--- src/rtl/core/bia_pkg.sv ---
package bia_pkg;

   localparam int NUM_BUFS   = 64;
   localparam int OWNER_BITS = 8;
   localparam int ID_W       = $clog2(NUM_BUFS);
   localparam int CNT_W      = ID_W + 1;
   localparam int LAST_ID    = NUM_BUFS - 1;

   typedef enum logic [1:0] {
      OP_ALLOC    = 2'd0,
      OP_FREE     = 2'd1,
      OP_FREE_ALL = 2'd2,
      OP_UNUSED   = 2'd3
   } op_type;

   typedef enum logic [1:0] {
      ST_DONE    = 2'd0,
      ST_EMPTY   = 2'd1,
      ST_IGNORED = 2'd2
   } status_type;

   typedef struct packed {
      logic [1:0]            operation;
      logic [OWNER_BITS-1:0] owner;
      logic [ID_W-1:0]       buffer_id;
   } req_type;

   typedef struct packed {
      status_type      status;
      logic [ID_W-1:0] granted_id;
      logic [ID_W-1:0] freed_count;
   } rsp_type;

   typedef struct packed {
      logic load;
      logic alloc;
      logic free_one;
      logic ignore;
      logic scan_issue;
      logic scan_check;
      logic scan_finish;
   } cmd_type;

   typedef struct packed {
      logic scan_last;
   } sts_type;

endpackage

--- src/rtl/core/bia_ctrl.sv ---
module bia_ctrl (
   input  logic             clock,
   input  logic             reset,
   input  logic             start,
   input  logic [1:0]       operation,
   input  bia_pkg::sts_type sts,
   output bia_pkg::cmd_type cmd,
   output logic             busy
);

   typedef enum logic [5:0] {
      S_IDLE     = 6'b000001,
      S_ALLOC    = 6'b000010,
      S_FREE     = 6'b000100,
      S_IGNORE   = 6'b001000,
      S_SCAN     = 6'b010000,
      S_SCAN_END = 6'b100000
   } state_type;

   state_type state_ff;
   state_type state_in;

   always_comb begin
      state_in = state_ff;
      cmd      = '0;
      case (state_ff)
         S_IDLE: begin
            if (start) begin
               cmd.load = 1'b1;
               case (operation)
                  bia_pkg::OP_ALLOC:    state_in = S_ALLOC;
                  bia_pkg::OP_FREE:     state_in = S_FREE;
                  bia_pkg::OP_FREE_ALL: state_in = S_SCAN;
                  default:              state_in = S_IGNORE;
               endcase
            end
         end
         S_ALLOC: begin
            cmd.alloc = 1'b1;
            state_in  = S_IDLE;
         end
         S_FREE: begin
            cmd.free_one = 1'b1;
            state_in     = S_IDLE;
         end
         S_IGNORE: begin
            cmd.ignore = 1'b1;
            state_in   = S_IDLE;
         end
         S_SCAN: begin
            // Issue the next owner read while checking the one read last cycle.
            cmd.scan_issue = 1'b1;
            cmd.scan_check = 1'b1;
            if (sts.scan_last) begin
               state_in = S_SCAN_END;
            end
         end
         S_SCAN_END: begin
            cmd.scan_check  = 1'b1;
            cmd.scan_finish = 1'b1;
            state_in        = S_IDLE;
         end
         default: begin
            state_in = S_IDLE;
         end
      endcase
   end

   always_ff @(posedge clock) begin
      if (reset) begin
         state_ff <= S_IDLE;
      end else begin
         state_ff <= state_in;
      end
   end

   assign busy = (state_ff != S_IDLE);

endmodule

--- src/rtl/core/bia_datapath.sv ---
module bia_datapath (
   input  logic             clock,
   input  logic             reset,
   input  bia_pkg::req_type req_data,
   input  bia_pkg::cmd_type cmd,
   output bia_pkg::sts_type sts,
   output logic             rsp_valid,
   output bia_pkg::rsp_type rsp_data
);

   localparam logic [bia_pkg::ID_W-1:0]  LAST    = bia_pkg::ID_W'(bia_pkg::LAST_ID);
   localparam logic [bia_pkg::CNT_W-1:0] FULL    = bia_pkg::CNT_W'(bia_pkg::LAST_ID);
   localparam logic [bia_pkg::ID_W-1:0]  FIRST   = bia_pkg::ID_W'(1);

   logic [bia_pkg::ID_W-1:0]       fifo_mem [bia_pkg::NUM_BUFS];
   logic [bia_pkg::OWNER_BITS-1:0] owner_mem [bia_pkg::NUM_BUFS];

   bia_pkg::req_type               req_ff;
   logic [bia_pkg::ID_W-1:0]       head_ff;
   logic [bia_pkg::ID_W-1:0]       head_in;
   logic [bia_pkg::ID_W-1:0]       tail_ff;
   logic [bia_pkg::ID_W-1:0]       tail_in;
   logic [bia_pkg::CNT_W-1:0]      count_ff;
   logic [bia_pkg::CNT_W-1:0]      count_in;
   logic                           first_lap_ff;
   logic                           first_lap_in;
   logic [bia_pkg::NUM_BUFS-1:0]   alloc_bits_ff;
   logic [bia_pkg::NUM_BUFS-1:0]   alloc_bits_in;
   logic [bia_pkg::ID_W-1:0]       fifo_rd_ff;
   logic [bia_pkg::OWNER_BITS-1:0] owner_rd_ff;
   logic [bia_pkg::ID_W-1:0]       scan_ptr_ff;
   logic [bia_pkg::ID_W-1:0]       cmp_id_ff;
   logic                           cmp_valid_ff;
   logic [bia_pkg::ID_W-1:0]       freed_ff;
   logic [bia_pkg::ID_W-1:0]       freed_in;
   bia_pkg::rsp_type               rsp_ff;
   bia_pkg::rsp_type               rsp_in;
   logic                           rsp_valid_ff;

   logic                           list_empty;
   logic [bia_pkg::ID_W-1:0]       alloc_id;
   logic                           pop;
   logic [bia_pkg::ID_W-1:0]       rel_id;
   logic                           rel_try;
   logic                           rel_ok;
   logic                           scan_hit;

   assign list_empty = (count_ff == '0);
   assign pop        = cmd.alloc && !list_empty;

   // Until the head has wrapped once, the slot under it (but for the last) was never written, so the id is head + 1.
   assign alloc_id = (first_lap_ff && head_ff != LAST) ? head_ff + 1'b1 : fifo_rd_ff;

   assign scan_hit = cmd.scan_check && cmp_valid_ff && (owner_rd_ff == req_ff.owner);
   assign rel_id   = cmd.free_one ? req_ff.buffer_id : cmp_id_ff;
   assign rel_try  = cmd.free_one || scan_hit;
   assign rel_ok   = rel_try && (rel_id != '0) && alloc_bits_ff[rel_id] && (count_ff < FULL);

   always_comb begin
      head_in       = head_ff;
      tail_in       = tail_ff;
      count_in      = count_ff;
      first_lap_in  = first_lap_ff;
      alloc_bits_in = alloc_bits_ff;
      if (pop) begin
         head_in                 = (head_ff == LAST) ? '0 : head_ff + 1'b1;
         count_in                = count_ff - 1'b1;
         alloc_bits_in[alloc_id] = 1'b1;
         if (head_ff == LAST) begin
            first_lap_in = 1'b0;
         end
      end else if (rel_ok) begin
         tail_in               = (tail_ff == LAST) ? '0 : tail_ff + 1'b1;
         count_in              = count_ff + 1'b1;
         alloc_bits_in[rel_id] = 1'b0;
      end
   end

   always_comb begin
      freed_in = freed_ff;
      if (cmd.load) begin
         freed_in = '0;
      end else if (cmd.scan_check && rel_ok) begin
         freed_in = freed_ff + 1'b1;
      end
   end

   always_comb begin
      rsp_in = '{status: bia_pkg::ST_IGNORED, granted_id: '0, freed_count: '0};
      if (cmd.alloc) begin
         if (list_empty) begin
            rsp_in.status = bia_pkg::ST_EMPTY;
         end else begin
            rsp_in.status     = bia_pkg::ST_DONE;
            rsp_in.granted_id = alloc_id;
         end
      end else if (cmd.free_one) begin
         if (rel_ok) begin
            rsp_in.status      = bia_pkg::ST_DONE;
            rsp_in.freed_count = FIRST;
         end
      end else if (cmd.scan_finish) begin
         rsp_in.status      = bia_pkg::ST_DONE;
         rsp_in.freed_count = freed_in;
      end
   end

   always_ff @(posedge clock) begin
      if (reset) begin
         head_ff       <= '0;
         tail_ff       <= LAST;
         count_ff      <= FULL;
         first_lap_ff  <= 1'b1;
         alloc_bits_ff <= bia_pkg::NUM_BUFS'(1);
         cmp_valid_ff  <= 1'b0;
         rsp_valid_ff  <= 1'b0;
      end else begin
         head_ff       <= head_in;
         tail_ff       <= tail_in;
         count_ff      <= count_in;
         first_lap_ff  <= first_lap_in;
         alloc_bits_ff <= alloc_bits_in;
         cmp_valid_ff  <= cmd.scan_issue;
         rsp_valid_ff  <= cmd.alloc || cmd.free_one || cmd.ignore || cmd.scan_finish;
      end
   end

   always_ff @(posedge clock) begin
      if (cmd.load) begin
         req_ff      <= req_data;
         scan_ptr_ff <= FIRST;
      end else if (cmd.scan_issue) begin
         scan_ptr_ff <= scan_ptr_ff + 1'b1;
      end
      cmp_id_ff <= scan_ptr_ff;
      freed_ff  <= freed_in;
      rsp_ff    <= rsp_in;
   end

   always_ff @(posedge clock) begin
      if (rel_ok) begin
         fifo_mem[tail_ff] <= rel_id;
      end
      fifo_rd_ff <= fifo_mem[head_ff];
   end

   always_ff @(posedge clock) begin
      if (pop) begin
         owner_mem[alloc_id] <= req_ff.owner;
      end
      owner_rd_ff <= owner_mem[scan_ptr_ff];
   end

   assign sts.scan_last = (scan_ptr_ff == LAST);
   assign rsp_valid     = rsp_valid_ff;
   assign rsp_data      = rsp_ff;

endmodule

--- src/rtl/core/buffer_id_allocator_core.sv ---
// Allocate, free and unused commands enter their command state at the accepting edge and
// return to idle as rsp_valid rises; the word and the next start are taken at the same edge.
// Free-all walks ids 1 to 63 through the owner table read port, one id a cycle.
// Synchronous active-high reset restores the free list to ids 1 to 63 in order, clears
// every allocation but id 0, and needs no clearing pass. The receiver cannot stall.
module buffer_id_allocator_core (
   input  logic             clock,
   input  logic             reset,
   input  logic             start,
   output logic             busy,
   input  bia_pkg::req_type req_data,
   output logic             rsp_valid,
   output bia_pkg::rsp_type rsp_data
);

   bia_pkg::cmd_type cmd;
   bia_pkg::sts_type sts;

   bia_ctrl u_ctrl (
      .clock     (clock),
      .reset     (reset),
      .start     (start),
      .operation (req_data.operation),
      .sts       (sts),
      .cmd       (cmd),
      .busy      (busy)
   );

   bia_datapath u_datapath (
      .clock     (clock),
      .reset     (reset),
      .req_data  (req_data),
      .cmd       (cmd),
      .sts       (sts),
      .rsp_valid (rsp_valid),
      .rsp_data  (rsp_data)
   );

endmodule

--- config.mk ---
export PLATFORM = sky130hd
export DESIGN_NAME = buffer_id_allocator_core
export DESIGN_NICKNAME = d
export VERILOG_FILES = /design/src/rtl/core/bia_pkg.sv /design/src/rtl/core/bia_ctrl.sv /design/src/rtl/core/bia_datapath.sv /design/src/rtl/core/buffer_id_allocator_core.sv
export SDC_FILE = /design/constraint.sdc
export NUM_CORES = 1
export LEC_CHECK = 0
export ABC_AREA = 0
export BUFFER_PORTS_ARGS = -buffer_cell sky130_fd_sc_hd__buf_2
export CORE_MARGIN = 2
export CORE_UTILIZATION = 34
export DETAILED_ROUTE_END_ITERATION = 7
export PLACE_DENSITY = 0.51
export SLEW_MARGIN = 20
export SYNTH_ARGS = -nofsm -noshare
export SYNTH_HDL_FRONTEND = slang
export SYNTH_HIERARCHICAL = 1
export SYNTH_SLANG_ARGS = --single-unit
--- constraint.sdc ---
create_clock -name clock -period 7 [get_ports clock]
set_input_delay 0.7 -clock clock [delete_from_list [all_inputs] [get_ports clock]]
set_output_delay 0.7 -clock clock [all_outputs]
set_load 0.02 [all_outputs]
---- Word level (Yosys, flattened, before mapping) ----
Memory sizes are Yosys's and may differ from the RTL's. A register that Yosys moved wholly into a read port is not among the register bits.
Index checks and enable logic that the tools add are counted.
storage, ports and cells
  bits in registers ....................... 138
  output and inout port bits .............. 16
  bits in read-only memories .............. 0
  memory bits (writable) .................. 896
  bits in latches ......................... 0
  input port bits ......................... 19
  memories kept ........................... 2
operators by class
  mux-type cells .......................... 40
  shifts and indexed selects .............. 0
  add/subtract/negate cells ............... 6
  bitwise gates (word level) .............. 5
  multiply operators ...................... 0
  div/mod/pow operators ................... 0
  reduce and logical (&&, ||, !) cells .... 24
  magnitude comparators ................... 5
  equal/unequal tests ..................... 16
memory list
  memory                depth  width  rd ports  clocked after memory_dff  wr ports  RTL line            source
  u_datapath.owner_mem  64     8      1         1                         1         bia_datapath.sv:16  logic [bia_pkg::OWNER_BITS-1:0] owner_mem [bia_pkg::NUM_BUFS];
  u_datapath.fifo_mem   64     6      1         1                         1         bia_datapath.sv:15  logic [bia_pkg::ID_W-1:0] fifo_mem [bia_pkg::NUM_BUFS];
operators by type and width
  operator                                                            count
  2-to-1 mux 64 bit                                                   2
  bitwise AND 64 bit                                                  1
  inverter 64 bit                                                     1
  OR 64 bit                                                           1
  2-to-1 mux 6 bit                                                    10
  adder 6 x 1 -> 6 bit (second input constant)                        4
  == test 6 bit (second input constant)                               4
  2-to-1 mux 1 bit                                                    17
  one-hot mux 5 bit (3 select lines)                                  1
  less-than comparator 6 x 7 -> 1 bit (second input constant)         2
  2-to-1 mux 7 bit                                                    2
  demux 1 bit (select 6 bit)                                          2
  greater-or-equal comparator 6 x 1 -> 1 bit (second input constant)  2
  one-hot mux 6 bit (2 select lines)                                  1
  logical AND 1 bit                                                   10
  == test 8 bit                                                       1
  2-to-1 mux 2 bit                                                    4
  adder 7 x 1 -> 7 bit (second input constant)                        1
  zero test 7 bit                                                     1
  less-than comparator 7 x 6 -> 1 bit (second input constant)         1
  subtractor 7 x 1 -> 7 bit (second input constant)                   1
  binary-select mux 1 bit (select 6 bit)                              1
  == test 6 x 1 -> 1 bit (second input constant)                      1
  == test 6 x 2 -> 1 bit (second input constant)                      1
  16 further kinds                                                    24

---- Longest topological paths before layout ----
Gate-level depths: netlist of run 1.
  word-level depth ........................ 14
  mapped depth ............................ 16
  mapped depth without buffers ............ 13

---- Cells and area by module ----
Netlist of run 1, hierarchy kept.
modules (own cells, without submodules)
  module        times used  sequential area each (um^2)  area an instance (um^2)  cells an instance
  bia_datapath  1           29,948.7                     41,160.7                 2,105
  bia_ctrl      1           120.1                        302.8                    33

---- Worst setup path before layout of run 1 ----
Ideal clock, no wire load.
  kind .................................... flip-flop to flip-flop
  from .................................... register u_ctrl.state_ff[0]
  to ...................................... memory u_datapath/fifo_mem[12][0] (netlist bit) (enable)
  setup slack ............................. 1.088 ns
  setup time .............................. 0.386 ns
  stages on the path, launching flop included .. 12
  required time ........................... 6.614 ns
  data arrival time ....................... 5.526 ns
  cells stage by stage .................... dfxtp_1 or4_1 nor3b_1 buf_6 buf_2 o21ai_0 nor3_1 nand2_1 and4bb_2 nand2_2 buf_6 nor4_1
RTL lines
  what                      RTL line            source
  start: declaration        bia_ctrl.sv:20      state_type state_ff;
  start signal: assignment  bia_ctrl.sv:73      state_ff <= state_in;
  end: declaration          bia_datapath.sv:15

==> metrics list, run 1 <==
* Netlist area before placement: ~0.041 mm^2
- The flow ran to the end, and the final reports show no timing, DRC or antenna violations.
- Switching power: around 2600 uW
* Largest net degree at the start of global routing: roughly 110
- Count of vias placed by the detailed router: about 21000
* Die W: 353 um
* Final clock skew: around 0.046 ns
- Of all flip-flops after synthesis, the portion carrying an async set or reset was 0%.
* Reg power frac: a little over half
- The floorplan step defined a core boundary enclosing roughly 0.12 mm^2.
- For this configuration, the core starts out at a cell density of about a third.
* Maximum level of the CTS H-tree: 3
- # rows: 128
- FF+latch count, synth: 1047
- Across the run, the number of max-cap violations was 0.
- TritonCTS built the clock tree.
- Summed over all nets, the half-perimeter wirelength after detailed placement is between 60000 and 70000 um.
- At the pin with the least slew margin, the transition time is between 1 and 1.5 ns.
* Comb pwr share: 2.0%
* Final setup violating endpoints: 0
- CP required: around 7.3 ns
- Worst-Skew Late Latency: slightly below 0.7 ns
- Clock-pin transition on the worst setup and hold timing paths: 0.06 ns
* Number of distinct library cell variants in the gate-level netlist after synthesis: 78
- Counting I/O delays and the setup requirement, the final critical path takes roughly 5.4 ns.
* Class of the worst hold path: in2reg
- For the final routed database, the setup TNS stands at 0 ns.
- Post-layout nets: 2269
- Area growth from synthesis to layout: 14.4%
- After clock tree synthesis, the setup repair step added 0 buffers.
- Most frequently used cell type in the post-synthesis netlist: edfxtp_1
- # fillers: ~11000
- Design area: 0.0474 mm^2
- Max Transition Viols Final: 0
- # DRC: 0
* Count of nets left with antenna violations after detail routing: 0
- Syn nets: about 2200
- Slack of the critical path: ~1.6 ns
* DIE AREA: between 0.1 and 0.15 mm^2
- In the synthesized netlist the dominant register cell turns out to be edfxtp_1.
- Clock power share: approximately 45%
* Category of the most critical setup path: reg2reg
- Post-Syn Instances: between 2000 and 2500
- Fraction of the yosys area taken by sequential cells: between 70% and 80%
- Max clock buf depth: 3
- DP Worst Slack: approximately 1.6 ns
- Die H: about 350 um
* CTS buffer count: roughly 110
- The routed design has between 100000 and 150000 um of wire.
- The via count of the first global-routing pass is ~22000.
- Category of the worst setup path launch point: register
- The worst setup path is captured at a register.
- Most area-hungry cell type in the Yosys netlist: edfxtp_1
- STA puts the critical path data arrival time at ~5.7 ns.
- In the routed layout, each cell is associated on average with a via count of 5.41.
- Averaged over all synthesized cells, the footprint is about 19 um^2.
- The initial antenna violation count came to 2.
- Power per cell area: ~270 mW/mm^2
- In this run, post-CTS repair resized a total of 0 instances.
- Clk sink count: around 1000
- GRT Total Usage: 16.5%
- Last weighted congestion value of the routability-driven placer: just under 0.9
- Wire per inst: between 20 and 30 um
- Top-area cell type share of the netlist area: between 60% and 70%
* Area taken by multi-input logic gates: approximately 0.011 mm^2
- Along the worst path, the maximum fanout reaches a little over 70.
- Most numerous cell types in the synthesized netlist: edfxtp_1 (910), mux4_2 (296), nor2_1 (195)
- Switching power share of the total: about a fifth
- Counting flops with a built-in enable in the synthesized netlist gives between 900 and 1000.
* Worst slew margin relative to its limit: 22.2%
- Count of TritonRoute iterations in the first routing pass: 5
- Final Hold Fails: 0
- IR analysis of the VDD net gives a maximum drop of 0.184 mV.
* Setup repair after global routing missed its margin: false
* Wire length of the first global-routing pass: around 150000 um
- Count of input and output buffers: 34
- Summing all flip-flop and latch instances after layout gives around 0.03 mm^2.
- Static leakage: around 0.014 uW
* Fraction of final layout cells with drive strength greater than 1: roughly 28%
- After detailed placement, the total cell area comes to 0.0439 mm^2.
- For this run, the number of Yosys warnings is 6.
- After layout, the worst path uses ~77% of the clock period.
* Internal power component: ~10000 uW
- Hold-fix buffers at CTS: 0
- Most area-consuming cells after synthesis: edfxtp_1 (66%), mux4_2 (16%), dfxtp_1 (6.6%)
* Fmax: ~180 MHz
* Root Driver: clkbuf_16
- Global routing finished with a remaining overflow of 0.
- 35 I/O pins were placed.
- Detailed Route Iter0 Violations: approximately 2200
layout make-up:
class / count / share of cell area, %
well taps: 1625 / 4.29
flip-flops and latches: 1047 / 63.4
clock buffers: 131 / 5.89
multi-input cells: 947 / 23.0
repair buffers: 122 / 1.80
inverters: 17 / 0.134
diodes: 3 / 0.0158
clock inverters: 64 / 1.48
path summary, 6_finish.rpt:
path / start / to / slack, ns / cells past startpoint
setup / recovery: u_ctrl/state_ff[4] / u_datapath/fifo_mem[31][1] / 1.58 / 14
hold / removal: req_data[12] / u_datapath/req_ff[12] / 0.18 / 1
setup reg to reg: u_ctrl/state_ff[4] / u_datapath/fifo_mem[31][1] / 1.58 / 14
hold reg to reg: u_datapath/scan_ptr_ff[2] / u_datapath/cmp_id_ff[2] / 0.49 / 0
flip-flops by register name, summed over array words and instances (netlist names):
register,count
u_datapath/owner_mem,512
u_datapath/tail_ff,6
u_datapath/head_ff,6
u_datapath/fifo_mem,384
u_datapath/rsp_data,14
u_datapath/scan_ptr_ff,6
u_datapath/owner_rd_ff,8
u_ctrl/state_ff,6
u_datapath/req_ff,14
u_datapath/fifo_rd_ff,6
u_datapath/alloc_bits_ff,63
u_datapath/count_ff,7
u_datapath/freed_ff,6
u_datapath/cmp_id_ff,6
u_datapath/first_lap_ff,1
u_datapath/rsp_valid,1
u_datapath/cmp_valid_ff,1
placed cells by master (no fill, tap or decap), types with 7 or more instances in the layout:
cell type / instances
nor2b_1: 18
clkbuf_16: 106
mux2i_1: 19
nand3b_1: 7
a311oi_1: 64
buf_4: 86
and4_1: 32
nor2_1: 169
or4_1: 8
xor2_1: 13
o22ai_1: 7
nor2_2: 25
mux4_2: 296
bufinv_16: 14
a21oi_1: 17
nand2_1: 59
nor3_1: 15
edfxtp_1: 910
dfxtp_1: 129
buf_2: 34
o21ai_0: 9
clkinv_2: 14
clkbuf_1: 20
nand3_1: 10
inv_1: 13
clkinv_1: 28
nor4_1: 33
nand2b_1: 10
mux2_2: 11
and3_1: 8
ha_1: 9
layer usage:
layer / vias up / routed length, um / global-route usage, %
li1: 9078 / - / -
met1: 11400 / 46700 / 24.2
met2: 751 / 48900 / 25.9
met3: 154 / 6380 / 2.55
met4: 0 / 1960 / 3.92
met5: - / 0 / 0
cells by family (layout without fill, tap and decap cells):
| kind of cell | count (synthesis) | count (layout) | synth area share, % |
|---|---|---|---|
| simple gates | 445 | 445 | 5.59 |
| compound gates | 144 | 144 | 2.71 |
| flops | 1047 | 1047 | 72.5 |
| other cells | 0 | 3 | 0 |
| fa+ha+maj | 10 | 10 | 0.320 |
| xor+xnor | 18 | 18 | 0.380 |
| mux | 330 | 330 | 17.0 |
| buf+inv | 144 | 334 | 1.46 |
power by group through the flow:
| stage | registers (uW) | logic, uW | clock network, uW |
|---|---|---|---|
| final | 6790 | 256 | 5710 |
| after global routing | 6790 | 277 | 6060 |
| after CTS | 6790 | 259 | 5830 |
| after detailed placement | 6920 | 259 | 0 |
| after global placement | 6920 | 251 | 0 |
| after floorplan | 6950 | 128 | 0 |
critical path, cell delays in order (launching register included):
cell and delay [ns]:
dfxtp_1 0.36, or4_1 0.58, nor3b_2 0.20, buf_4 0.36, mux2i_4 0.24, inv_2 0.30
buf_4 0.70, or3_1 0.21, o2111ai_1 0.11, a22o_1 0.24, a32oi_2 0.22, and3b_2 0.28
nand2_2 0.18, buf_4 0.29, nor3_1 0.74
stage by stage:
stage	hold WS (ns)	total power [uW]	cells	utilization (%)
floorplan	0.329	7080	2138	-
global placement	0.468	7170	3758	36.1
detailed placement	0.485	7180	3758	36.2
CTS	0.128	12900	3953	39.0
global route	0.152	13100	3953	39.1
finish	0.184	12800	3956	39.1
Power figures use the tool's default switching activity.
==> run 2: changes to the inputs <==
--- a/config.mk
+++ b/config.mk
@@ -5,7 +5,7 @@
 export SDC_FILE = /design/constraint.sdc
 export NUM_CORES = 1
 export LEC_CHECK = 0
-export ABC_AREA = 0
+export ABC_AREA = 1
 export BUFFER_PORTS_ARGS = -buffer_cell sky130_fd_sc_hd__buf_2
 export CORE_MARGIN = 2
 export CORE_UTILIZATION = 34
==> constraint.sdc (replaced) <==
create_clock -name clock -period 5.12 [get_ports clock]
set_input_delay 0.512 -clock clock [delete_from_list [all_inputs] [get_ports clock]]
set_output_delay 0.512 -clock clock [all_outputs]
set_load 0.02 [all_outputs]
==> run 2 against run 1 <==
Utilization fell by 0.26 points. Clock skew is 0.020 ns lower. Via count grew 33%. Combinational power increased to 8.8 times the previous value. Non-clock buffer count rose by 10. Sequential cell count grew 1. Clock power is 35% higher.
==> metrics list, run 2 <==
- The height of the die was 356 um (was 353 um).
- The headroom to the max-slew limit came to 23.6% (was 22.2%).
- The antenna violation net count after detailed routing came to 0 (unchanged).
- The post-synth net total came to 3642 (was 2167).
- Number of antenna violations at the first check in global routing: 1 (was 2)
* Static leakage: 0.0164 uW (was 0.0145 uW)
- The residual DRC count was 0 (unchanged).
- DIE AREA: 0.127 mm^2 (was 0.125 mm^2)
- The leading register cell type out of synthesis is edfxtp_1 (unchanged).
* Worst-case hold path end point: u_datapath/req_ff[1] (was u_datapath/req_ff[12])
* CTS buffer count: 106 (was 105)
* Fraction of the yosys area taken by sequential cells: 71.2% (was 72.5%)
* Post-Place Cell Area: 0.0444 mm^2 (was 0.0439 mm^2)
* Commonest non-fill, non-tap cells in the layout: edfxtp_1 (910), nor2_1 (602), o21ai_0 (527) (was edfxtp_1 (910), mux4_2 (296), nor2_1 (169))
- The area added between synthesis and finish came to 13.5% (was 14.4%).
- Leading registers by flop count: u_datapath/owner_mem x512, u_datapath/fifo_mem x384, u_datapath/alloc_bits_ff x64 (was u_datapath/owner_mem x512, u_datapath/fifo_mem x384, u_datapath/alloc_bits_ff x63).
- Worst EP arrival: 4.49 ns (was 5.72 ns)
* Maximum level of the CTS H-tree: 3 (unchanged)
* Fraction of final layout cells with drive strength greater than 1: 9.17% (was 27.6%)
- The switching power summed over all nets is 5070 uW (was 2550 uW).
- Avg Inst Size Synth: 11.7 um^2 (was 19.4 um^2)
- Outcome: finished clean (unchanged).
- Last weighted congestion value of the routability-driven placer: 0.862 (was 0.875)
- The final number of max-transition violations came to 0 (unchanged).
- The end of the worst register-to-register path was u_datapath/fifo_mem[15][5] (was u_datapath/fifo_mem[31][1]).
* Category of the worst setup path launch point: register (unchanged)
* Most area-consuming cells after synthesis: edfxtp_1 (65%), dfxtp_1 (6.5%), o21ai_0 (6.2%) (was edfxtp_1 (66%), mux4_2 (16%), dfxtp_1 (6.6%))
* Area taken by multi-input logic gates: 0.0106 mm^2 (was 0.0109 mm^2)
* Cell count after placement: 5166 (was 3758)
* Top-area cell type share of the netlist area: 64.7% (was 65.9%)
- Worst-Skew Late Latency: 0.69 ns (about the same)
* Clock power share: 39.4% (was 44.8%)
- The final net count came to 3676 (was 2269).
- Cell Count, Final, Fillers Out: 5378 (was 3956)
- # fillers: 11900 (was 11100)
- The design area is 0.0479 mm^2 (was 0.0474 mm^2).
- The via count normalized by instance count is 5.29 (was 5.41).
* TritonCTS clock tree: done (unchanged)
- Count of input and output buffers: 34 (unchanged)
- The number of library cell types mapped by synthesis came to 48 (was 78).
- Final setup violating endpoints: 0 (unchanged)
- The most flop-heavy register is u_datapath/owner_mem (unchanged).
- The kind of end point of the critical path is a register (unchanged).
- CTS-repair resized insts: 0 (unchanged)
* Storage element area: 0.0301 mm^2 (about the same)
* Final Cycle Share: 81.7% (was 77.4%)
- Fmax: 239 MHz (was 185 MHz)
- The detailed placement HPWL came to 72900 um (was 64300 um).
* I/O pin count: 35 (unchanged)
- The cell row count was 129 (was 128).
- Number of violations of the max-capacitance limit: 0 (unchanged)
- Number of stages on the worst hold path: 1 (unchanged)
* Initial Util: 34.2% (about the same)
* FF+latch count, synth: 1048 (was 1047)
- CP required: 5.42 ns (was 7.30 ns)
* Detailed Route Iter0 Violations: 2602 (was 2193)
- WL final: 122000 um (was 104000 um)
* Number of enable-type register cells in the synthesized netlist: 910 (unchanged)
- Class of the worst hold path: in2reg (unchanged)
- Most numerous cell types in the synthesized netlist: edfxtp_1 (910), nor2_1 (605), o21ai_0 (527) (was edfxtp_1 (910), mux4_2 (296), nor2_1 (195))
- The kind of critical path is reg2reg (unchanged).
* Worst-margin pin slew: 1.15 ns (was 1.16 ns)
- The biggest area consumer among synthesized cells is edfxtp_1 (unchanged).
- Largest fanout of any net on the critical path: 16 (was 72)
* Comb pwr share: 11.5% (was 2.0%)
* Wire length of the first global-routing pass: 180000 um (was 153000 um)
* Setup repair after global routing missed its margin: false (unchanged)
- Largest net degree at the start of global routing: 125 (was 112)
* Final clock skew: 0.0261 ns (was 0.0457 ns)
- Power per cell area: 408 mW/mm^2 (was 269 mW/mm^2)
* Count of TritonRoute iterations in the first routing pass: 5 (unchanged)
* Clk sink count: 1048 (was 1047)
* GRT Total Usage: 18.8% (was 16.5%)
- Netlist area before placement: 0.0422 mm^2 (was 0.0415 mm^2)
* Core ar.: 0.123 mm^2 (was 0.121 mm^2)
* Sum Neg Setup Slack: 0 ns (unchanged)
- Count of vias placed by the detailed router: 28500 (was 21400)
- Clock-pin transition on the worst setup and hold timing paths: 0.06 ns (about the same)
* Number of flip-flops in the largest register: 512 (unchanged)
- The via count of the first global-routing pass came to 27300 (was 21700).
- The internal power of the cells is 14500 uW (was 10200 uW).
* Wire per inst: 22.6 um (was 26.3 um)
* Cell depth of the worst flop-to-flop path: 17 (was 14)
- The clock root buffer is clkbuf_16 (unchanged).
- Overall overflow remaining after global route: 0 (unchanged)
* Slack of the worst reg-to-reg path: 0.94 ns (was 1.58 ns)
- The final cell utilization of the core came to 38.8% (was 39.1%).
- The hold violation count in the final report came to 0 (unchanged).
* Max clock buf depth: 3 (unchanged)
* Reg power frac: 49.1% (was 53.2%)
- The worst vdd rail ir drop came to 0.277 mV (was 0.184 mV).
- The most frequent standard cell in the layout excluding fill and tap cells is edfxtp_1 (unchanged).
* Source of the worst hold timing path: req_data[1] (was req_data[12])
- Share of synthesized flip-flops with an asynchronous set or reset: 0% (unchanged)
- The worst reg2reg path startpoint was u_ctrl/state_ff[0] (was u_ctrl/state_ff[4]).
- Switching power share of the total: 25.9% (was 20.0%)
- Fin crit period: 4.18 ns (was 5.42 ns)
* Yosys warning count: 6 (unchanged)
- Most frequently used cell type in the post-synthesis netlist: edfxtp_1 (unchanged)
- Post-Syn Instances: 3613 (was 2138)
* Die W: 356 um (was 353 um)
[run 2: kinds of logic (layout without fill, tap and decap cells)]
family	Yosys count	count (layout)	share of synthesized area [%]
AO/OA/AOI/OAI	958	958	12.8
other	0	2	0
flip-flops	1048	1048	71.2
adder cells (fa/ha/maj)	10	10	0.314
buffers and inverters	400	526	3.72
AND/OR/NAND/NOR	1189	1189	11.8
XOR/XNOR	8	8	0.166
[run 2: power by group through the flow]
stage | logic, uW | clock network (uW) | registers [uW]
floorplan | 1320 | 0 | 9850
global placement | 2240 | 0 | 9790
detailed placement | 2240 | 0 | 9800
CTS | 2250 | 7850 | 9610
global route | 2470 | 8180 | 9620
finish | 2250 | 7710 | 9610
[run 2: layout make-up]
type | count | share of cell area, %
antenna | 2 | 0.0104
clock buffer | 138 | 6.03
clock inverter | 62 | 1.19
inverter | 194 | 1.54
multi-input combinational | 2165 | 22.1
sequential | 1048 | 62.8
tap | 1637 | 4.27
timing repair buffer | 132 | 2.05
[run 2: how the worst max path moves through the flow]
| stage | endpoint | depth (start not counted) | startpoint | slack [ns] |
|---|---|---|---|---|
| after floorplan | u_datapath/fifo_mem[56][0] | 15 | u_ctrl/state_ff[0] | 1.26 |
| after global placement | u_datapath/fifo_mem[47][5] | 17 | u_ctrl/state_ff[0] | 0.99 |
| after detailed placement | u_datapath/fifo_mem[47][1] | 17 | u_ctrl/state_ff[0] | 0.97 |
| after CTS | u_datapath/fifo_mem[15][2] | 17 | u_ctrl/state_ff[0] | 0.96 |
| after global routing | u_datapath/fifo_mem[47][3] | 17 | u_ctrl/state_ff[0] | 0.58 |
| final | u_datapath/fifo_mem[15][5] | 17 | u_ctrl/state_ff[0] | 0.94 |
[run 2: worst max-delay path, cell delays in order (launching register included)]
cell and delay [ns]:
dfxtp_1 0.33, nor2_1 0.22, inv_1 0.10, nor3_2 0.15, buf_4 0.24, nand2_1 0.07
nand2_1 0.44, buf_4 0.32, nand2_1 0.08, nand3_1 0.08, nand2_1 0.05, o21ai_0 0.19
nand3_1 0.14, nor2_2 0.24, nand2_4 0.09, inv_4 0.30, nand4_4 0.26, nor2_1 0.49
[run 2: repair_timing]
item | CTS | global route
hold buffers | 10 | 0
hold endpoints to repair | 10 | 0
setup endpoints to repair | 0 | 0
setup buffers | 0 | 0
[run 2: stage by stage]
step / power, uW / worst slack [ns] / hold slack, ns
final: 19600 / 0.936 / 0.0370
after floorplan: 11200 / 1.26 / 0.329
after detailed placement: 12000 / 0.967 / 0.366
after global placement: 12000 / 0.989 / 0.367
after CTS: 19700 / 0.958 / 0.00702
after global routing: 20300 / 0.583 / 0.0269
[run 2: per-layer routing]
layer	track usage, %	vias up	routed length (um)	part of all wire [%]
li1	-	13200	-	-
met1	27.3	14300	56000	46
met2	29.8	871	55700	46
met3	2.72	136	7730	6.4
met4	4.41	0	2100	1.7
met5	0	-	0	0
==> run 3: changes to the inputs <==
--- a/config.mk
+++ b/config.mk
@@ -5,12 +5,12 @@
 export SDC_FILE = /design/constraint.sdc
 export NUM_CORES = 1
 export LEC_CHECK = 0
-export ABC_AREA = 1
+export ABC_AREA = 0
 export BUFFER_PORTS_ARGS = -buffer_cell sky130_fd_sc_hd__buf_2
 export CORE_MARGIN = 2
 export CORE_UTILIZATION = 34
 export DETAILED_ROUTE_END_ITERATION = 7
-export PLACE_DENSITY = 0.51
+export PLACE_DENSITY = 0.53
 export SLEW_MARGIN = 20
 export SYNTH_ARGS = -nofsm -noshare
 export SYNTH_HDL_FRONTEND = slang
==> constraint.sdc (replaced) <==
create_clock -name clock -period 3.5 [get_ports clock]
set_input_delay 0.35 -clock clock [delete_from_list [all_inputs] [get_ports clock]]
set_output_delay 0.35 -clock clock [all_outputs]
set_load 0.02 [all_outputs]
==> run 3 against run 2 <==
The run now ends with negative setup slack left. First-iteration DRC count down 22%. Die area down 1.8%. Clock-buffer cell count down 13. Sequential power up 42%. Critical path type unchanged. Largest cell class unchanged.
==> metrics list, run 3 (synthesis results as in run 1) <==
* Worst-Skew Late Latency: 0.72 ns (was 0.69 ns)
- WL final: 106000 um (was 122000 um)
* Die H: 353 um (was 356 um)
- The most frequent standard cell in the layout excluding fill and tap cells was edfxtp_1 (unchanged).
- The kind of end point of the critical path is a register (unchanged).
- The cell occurring most often along the worst timing path is buf_12 (was nand2_1).
- Design area: 0.0500 mm^2 (was 0.0479 mm^2)
- Maximum cell stage delay along the critical path: 0.55 ns (was 0.49 ns)
* Clk sink count: 1047 (was 1048)
- Highest ir drop seen on vdd: 0.448 mV (was 0.277 mV)
- Post-Place Cell Area: 0.0458 mm^2 (was 0.0444 mm^2)
- The deepest clock path buffer count came to 3 (unchanged).
* Slack of the critical path: -0.319 ns (was 0.936 ns)
* Critical Path End: u_datapath/fifo_mem[39][0] (was u_datapath/fifo_mem[15][5])
- The antenna violation net count after detailed routing came to 0 (unchanged).
- Wire per inst: 25.7 um (was 22.6 um)
- The static leakage came to 0.0159 uW (was 0.0164 uW).
* Crit. Startpoint: u_ctrl/state_ff[0] (unchanged)
- The number of stages on the worst setup path came to 15 (was 17).
- The kind of critical path is reg2reg (unchanged).
- The number of buffer cells added on primary ports is 34 (unchanged).
- Class of the worst hold path: in2reg (unchanged)
- Post-route total power: 25300 uW (was 19600 uW)
- The timing-limited maximum frequency was 262 MHz (was 239 MHz).
- CTS buffer count: 105 (was 106)
- The register-to-register setup slack was -0.32 ns (was 0.94 ns).
* Count of vias placed by the detailed router: 22000 (was 28500)
* Commonest non-fill, non-tap cells in the layout: edfxtp_1 (910), mux4_2 (296), buf_4 (206) (was edfxtp_1 (910), nor2_1 (602), o21ai_0 (527))
- The end of the worst register-to-register path was u_datapath/fifo_mem[39][0] (was u_datapath/fifo_mem[15][5]).
* CP required: 3.87 ns (was 5.42 ns)
- The final setup violation count was 479 (was 0).
- The kind of cell adding the most delay to the critical path is simple AND/OR/NAND/NOR gates (unchanged).
* Final Cycle Share: 109% (was 81.7%)
- Leading registers by flop count: u_datapath/owner_mem x512, u_datapath/fifo_mem x384, u_datapath/alloc_bits_ff x63 (was u_datapath/owner_mem x512, u_datapath/fifo_mem x384, u_datapath/alloc_bits_ff x64).
- Overall overflow remaining after global route: 0 (unchanged)
- Count of TritonRoute iterations in the first routing pass: 7 (was 5)
- The total die area was 0.125 mm^2 (was 0.127 mm^2).
- Critical path buffers and inverters: 5 (was 4)
- The clock root buffer is clkbuf_16 (unchanged).
* Fin crit period: 3.82 ns (was 4.18 ns)
* Wire length of the first global-routing pass: 156000 um (was 180000 um)
- The final net count was 2444 (was 3676).
- The total global-route track usage came to 16.9% (was 18.8%).
- Top register by number of flip-flops: u_datapath/owner_mem (unchanged)
- The headroom to the max-slew limit is 35.8% (was 23.6%).
- Vias in the first global route: 22500 (was 27300)
* Final clock skew: 0.0582 ns (was 0.0261 ns)
- Last weighted congestion value of the routability-driven placer: 0.880 (was 0.862)
- The hold violation count in the final report came to 0 (unchanged).
- Outcome: finished, violations left (was finished clean)
- The share of cells above drive strength 1 was 35.7% (was 9.17%).
- Number of flip-flops in the largest register: 512 (unchanged)
- Detailed Route Iter0 Violations: 2021 (was 2602)
- Maximum level of the CTS H-tree: 3 (unchanged)
* Failing checks: negative setup slack
- Cell depth of the worst flop-to-flop path: 15 (was 17)
- Number of antenna violations at the first check in global routing: 2 (was 1)
- The area added between synthesis and finish is 20.5% (was 13.5%).
- Number of violations of the max-capacitance limit: 0 (unchanged)
* Power per cell area: 507 mW/mm^2 (was 408 mW/mm^2)
- Cell with the biggest individual delay on the critical path: or4_4 (was nor2_1)
- The worst reg2reg path startpoint is u_ctrl/state_ff[0] (unchanged).
- The initial core utilization is 34.2% (about the same).
* Max Transition Viols Final: 0 (unchanged)
- Category of the worst setup path launch point: register (unchanged)
- Setup repair after global routing missed its margin: true (was false)
- Via density per instance: 5.34 (was 5.29)
- The aggregate negative setup slack was -118.10 ns (was 0 ns).
- The clock transition at the registers of the reported paths was 0.06 ns (about the same).
* Sequence of cells on the critical path: or4_4 -> nor3b_4 -> buf_12 -> mux2i_4 -> clkinvlp_4 -> buf_12 -> mux2_2 -> o221ai_1 -> a22o_1 -> nand2_1 -> buf_4 -> nand3b_4 -> nor2_4 -> buf_12 -> and4_4 (was nor2_1 -> inv_1 -> nor3_2 -> buf_4 -> nand2_1 -> nand2_1 -> buf_4 -> nand2_1 -> nand3_1 -> nand2_1 -> o21ai_0 -> nand3_1 -> nor2_2 -> nand2_4 -> inv_4 -> nand4_4 -> nor2_1)
- The CTS tree was done (unchanged).
* Core ar.: 0.121 mm^2 (was 0.123 mm^2)
- The maximum fanout encountered on the critical timing path was 18 (was 16).
- The arrival time at the worst endpoint was 4.19 ns (was 4.49 ns).
- Core utilization of the finished layout: 41.1% (was 38.8%)
- I/O pin count: 35 (unchanged)
- Worst-margin pin slew: 0.963 ns (was 1.15 ns)
- Largest net degree at the start of global routing: 99 (was 125)
- DPL Wire Length: 68800 um (was 72900 um)
* # rows: 128 (was 129)
* Die W: 353 um (was 356 um)
- # DRC: 0 (unchanged)
run 3: final cells by class:
type,instances,area (um^2)
diodes,1,2.50
clock buffers,125,2760
clock inverters,70,686
fillers,10800,71400
inverters,17,71.3
multi-input cells,947,11700
flip-flops and latches,1047,30100
well taps,1625,2030
repair buffers,297,2570
run 3: timing repair:
| item | 4_1_cts | 5_1_grt |
|---|---|---|
| pin swaps | 25 | 16 |
| endpoints found under the setup margin | 474 | 651 |
| gates resized for setup | 24 | 48 |
| hold buffers | 18 | 0 |
| setup buffers | 7 | 7 |
| hold endpoints to repair | 18 | 0 |
| gates cloned | 2 | 2 |
run 3: power by group:
group / internal (uW) / total [uW] / leakage (uW) / switching [uW]
Combinational: 203 / 582 / 0.00498 / 380
Clock: 6380 / 11100 / 0.00167 / 4760
Sequential: 13600 / 13600 / 0.00924 / 26.6
Total: 20100 / 25300 / 0.0159 / 5170
run 3: how the worst min path moves through the flow:
stage                     cells after the start                 startpoint  slack (ns)                 endpoint
final                                         2                      reset        0.09    u_datapath/head_ff[5]
after global routing                          2                      reset        0.10    u_datapath/head_ff[5]
after CTS                                     2                      reset        0.03    u_datapath/head_ff[2]
after detailed placement                      2     u_datapath/freed_ff[5]        0.47   u_datapath/rsp_data[5]
after global placement                        2     u_datapath/freed_ff[5]        0.47   u_datapath/rsp_data[5]
after floorplan                               0  u_datapath/scan_ptr_ff[2]        0.33  u_datapath/cmp_id_ff[2]
run 3: routing by layer:
layer / GRT usage (%) / wire length, um
met1: 24.2 / 46600
met2: 26.9 / 50900
met3: 2.58 / 6250
met4: 4.48 / 2240
met5: 0 / 0
run 3: metrics by stage:
stage | instances | hold slack (ns) | setup slack, ns
6_report | 4129 | 0.0908 | -0.319
5_1_grt | 4128 | 0.103 | -0.409
4_1_cts | 4123 | 0.0328 | -0.329
3_5_place_dp | 3902 | 0.474 | -0.383
3_3_place_gp | 3902 | 0.470 | -0.323
2_1_floorplan | 2138 | 0.329 | -0.785
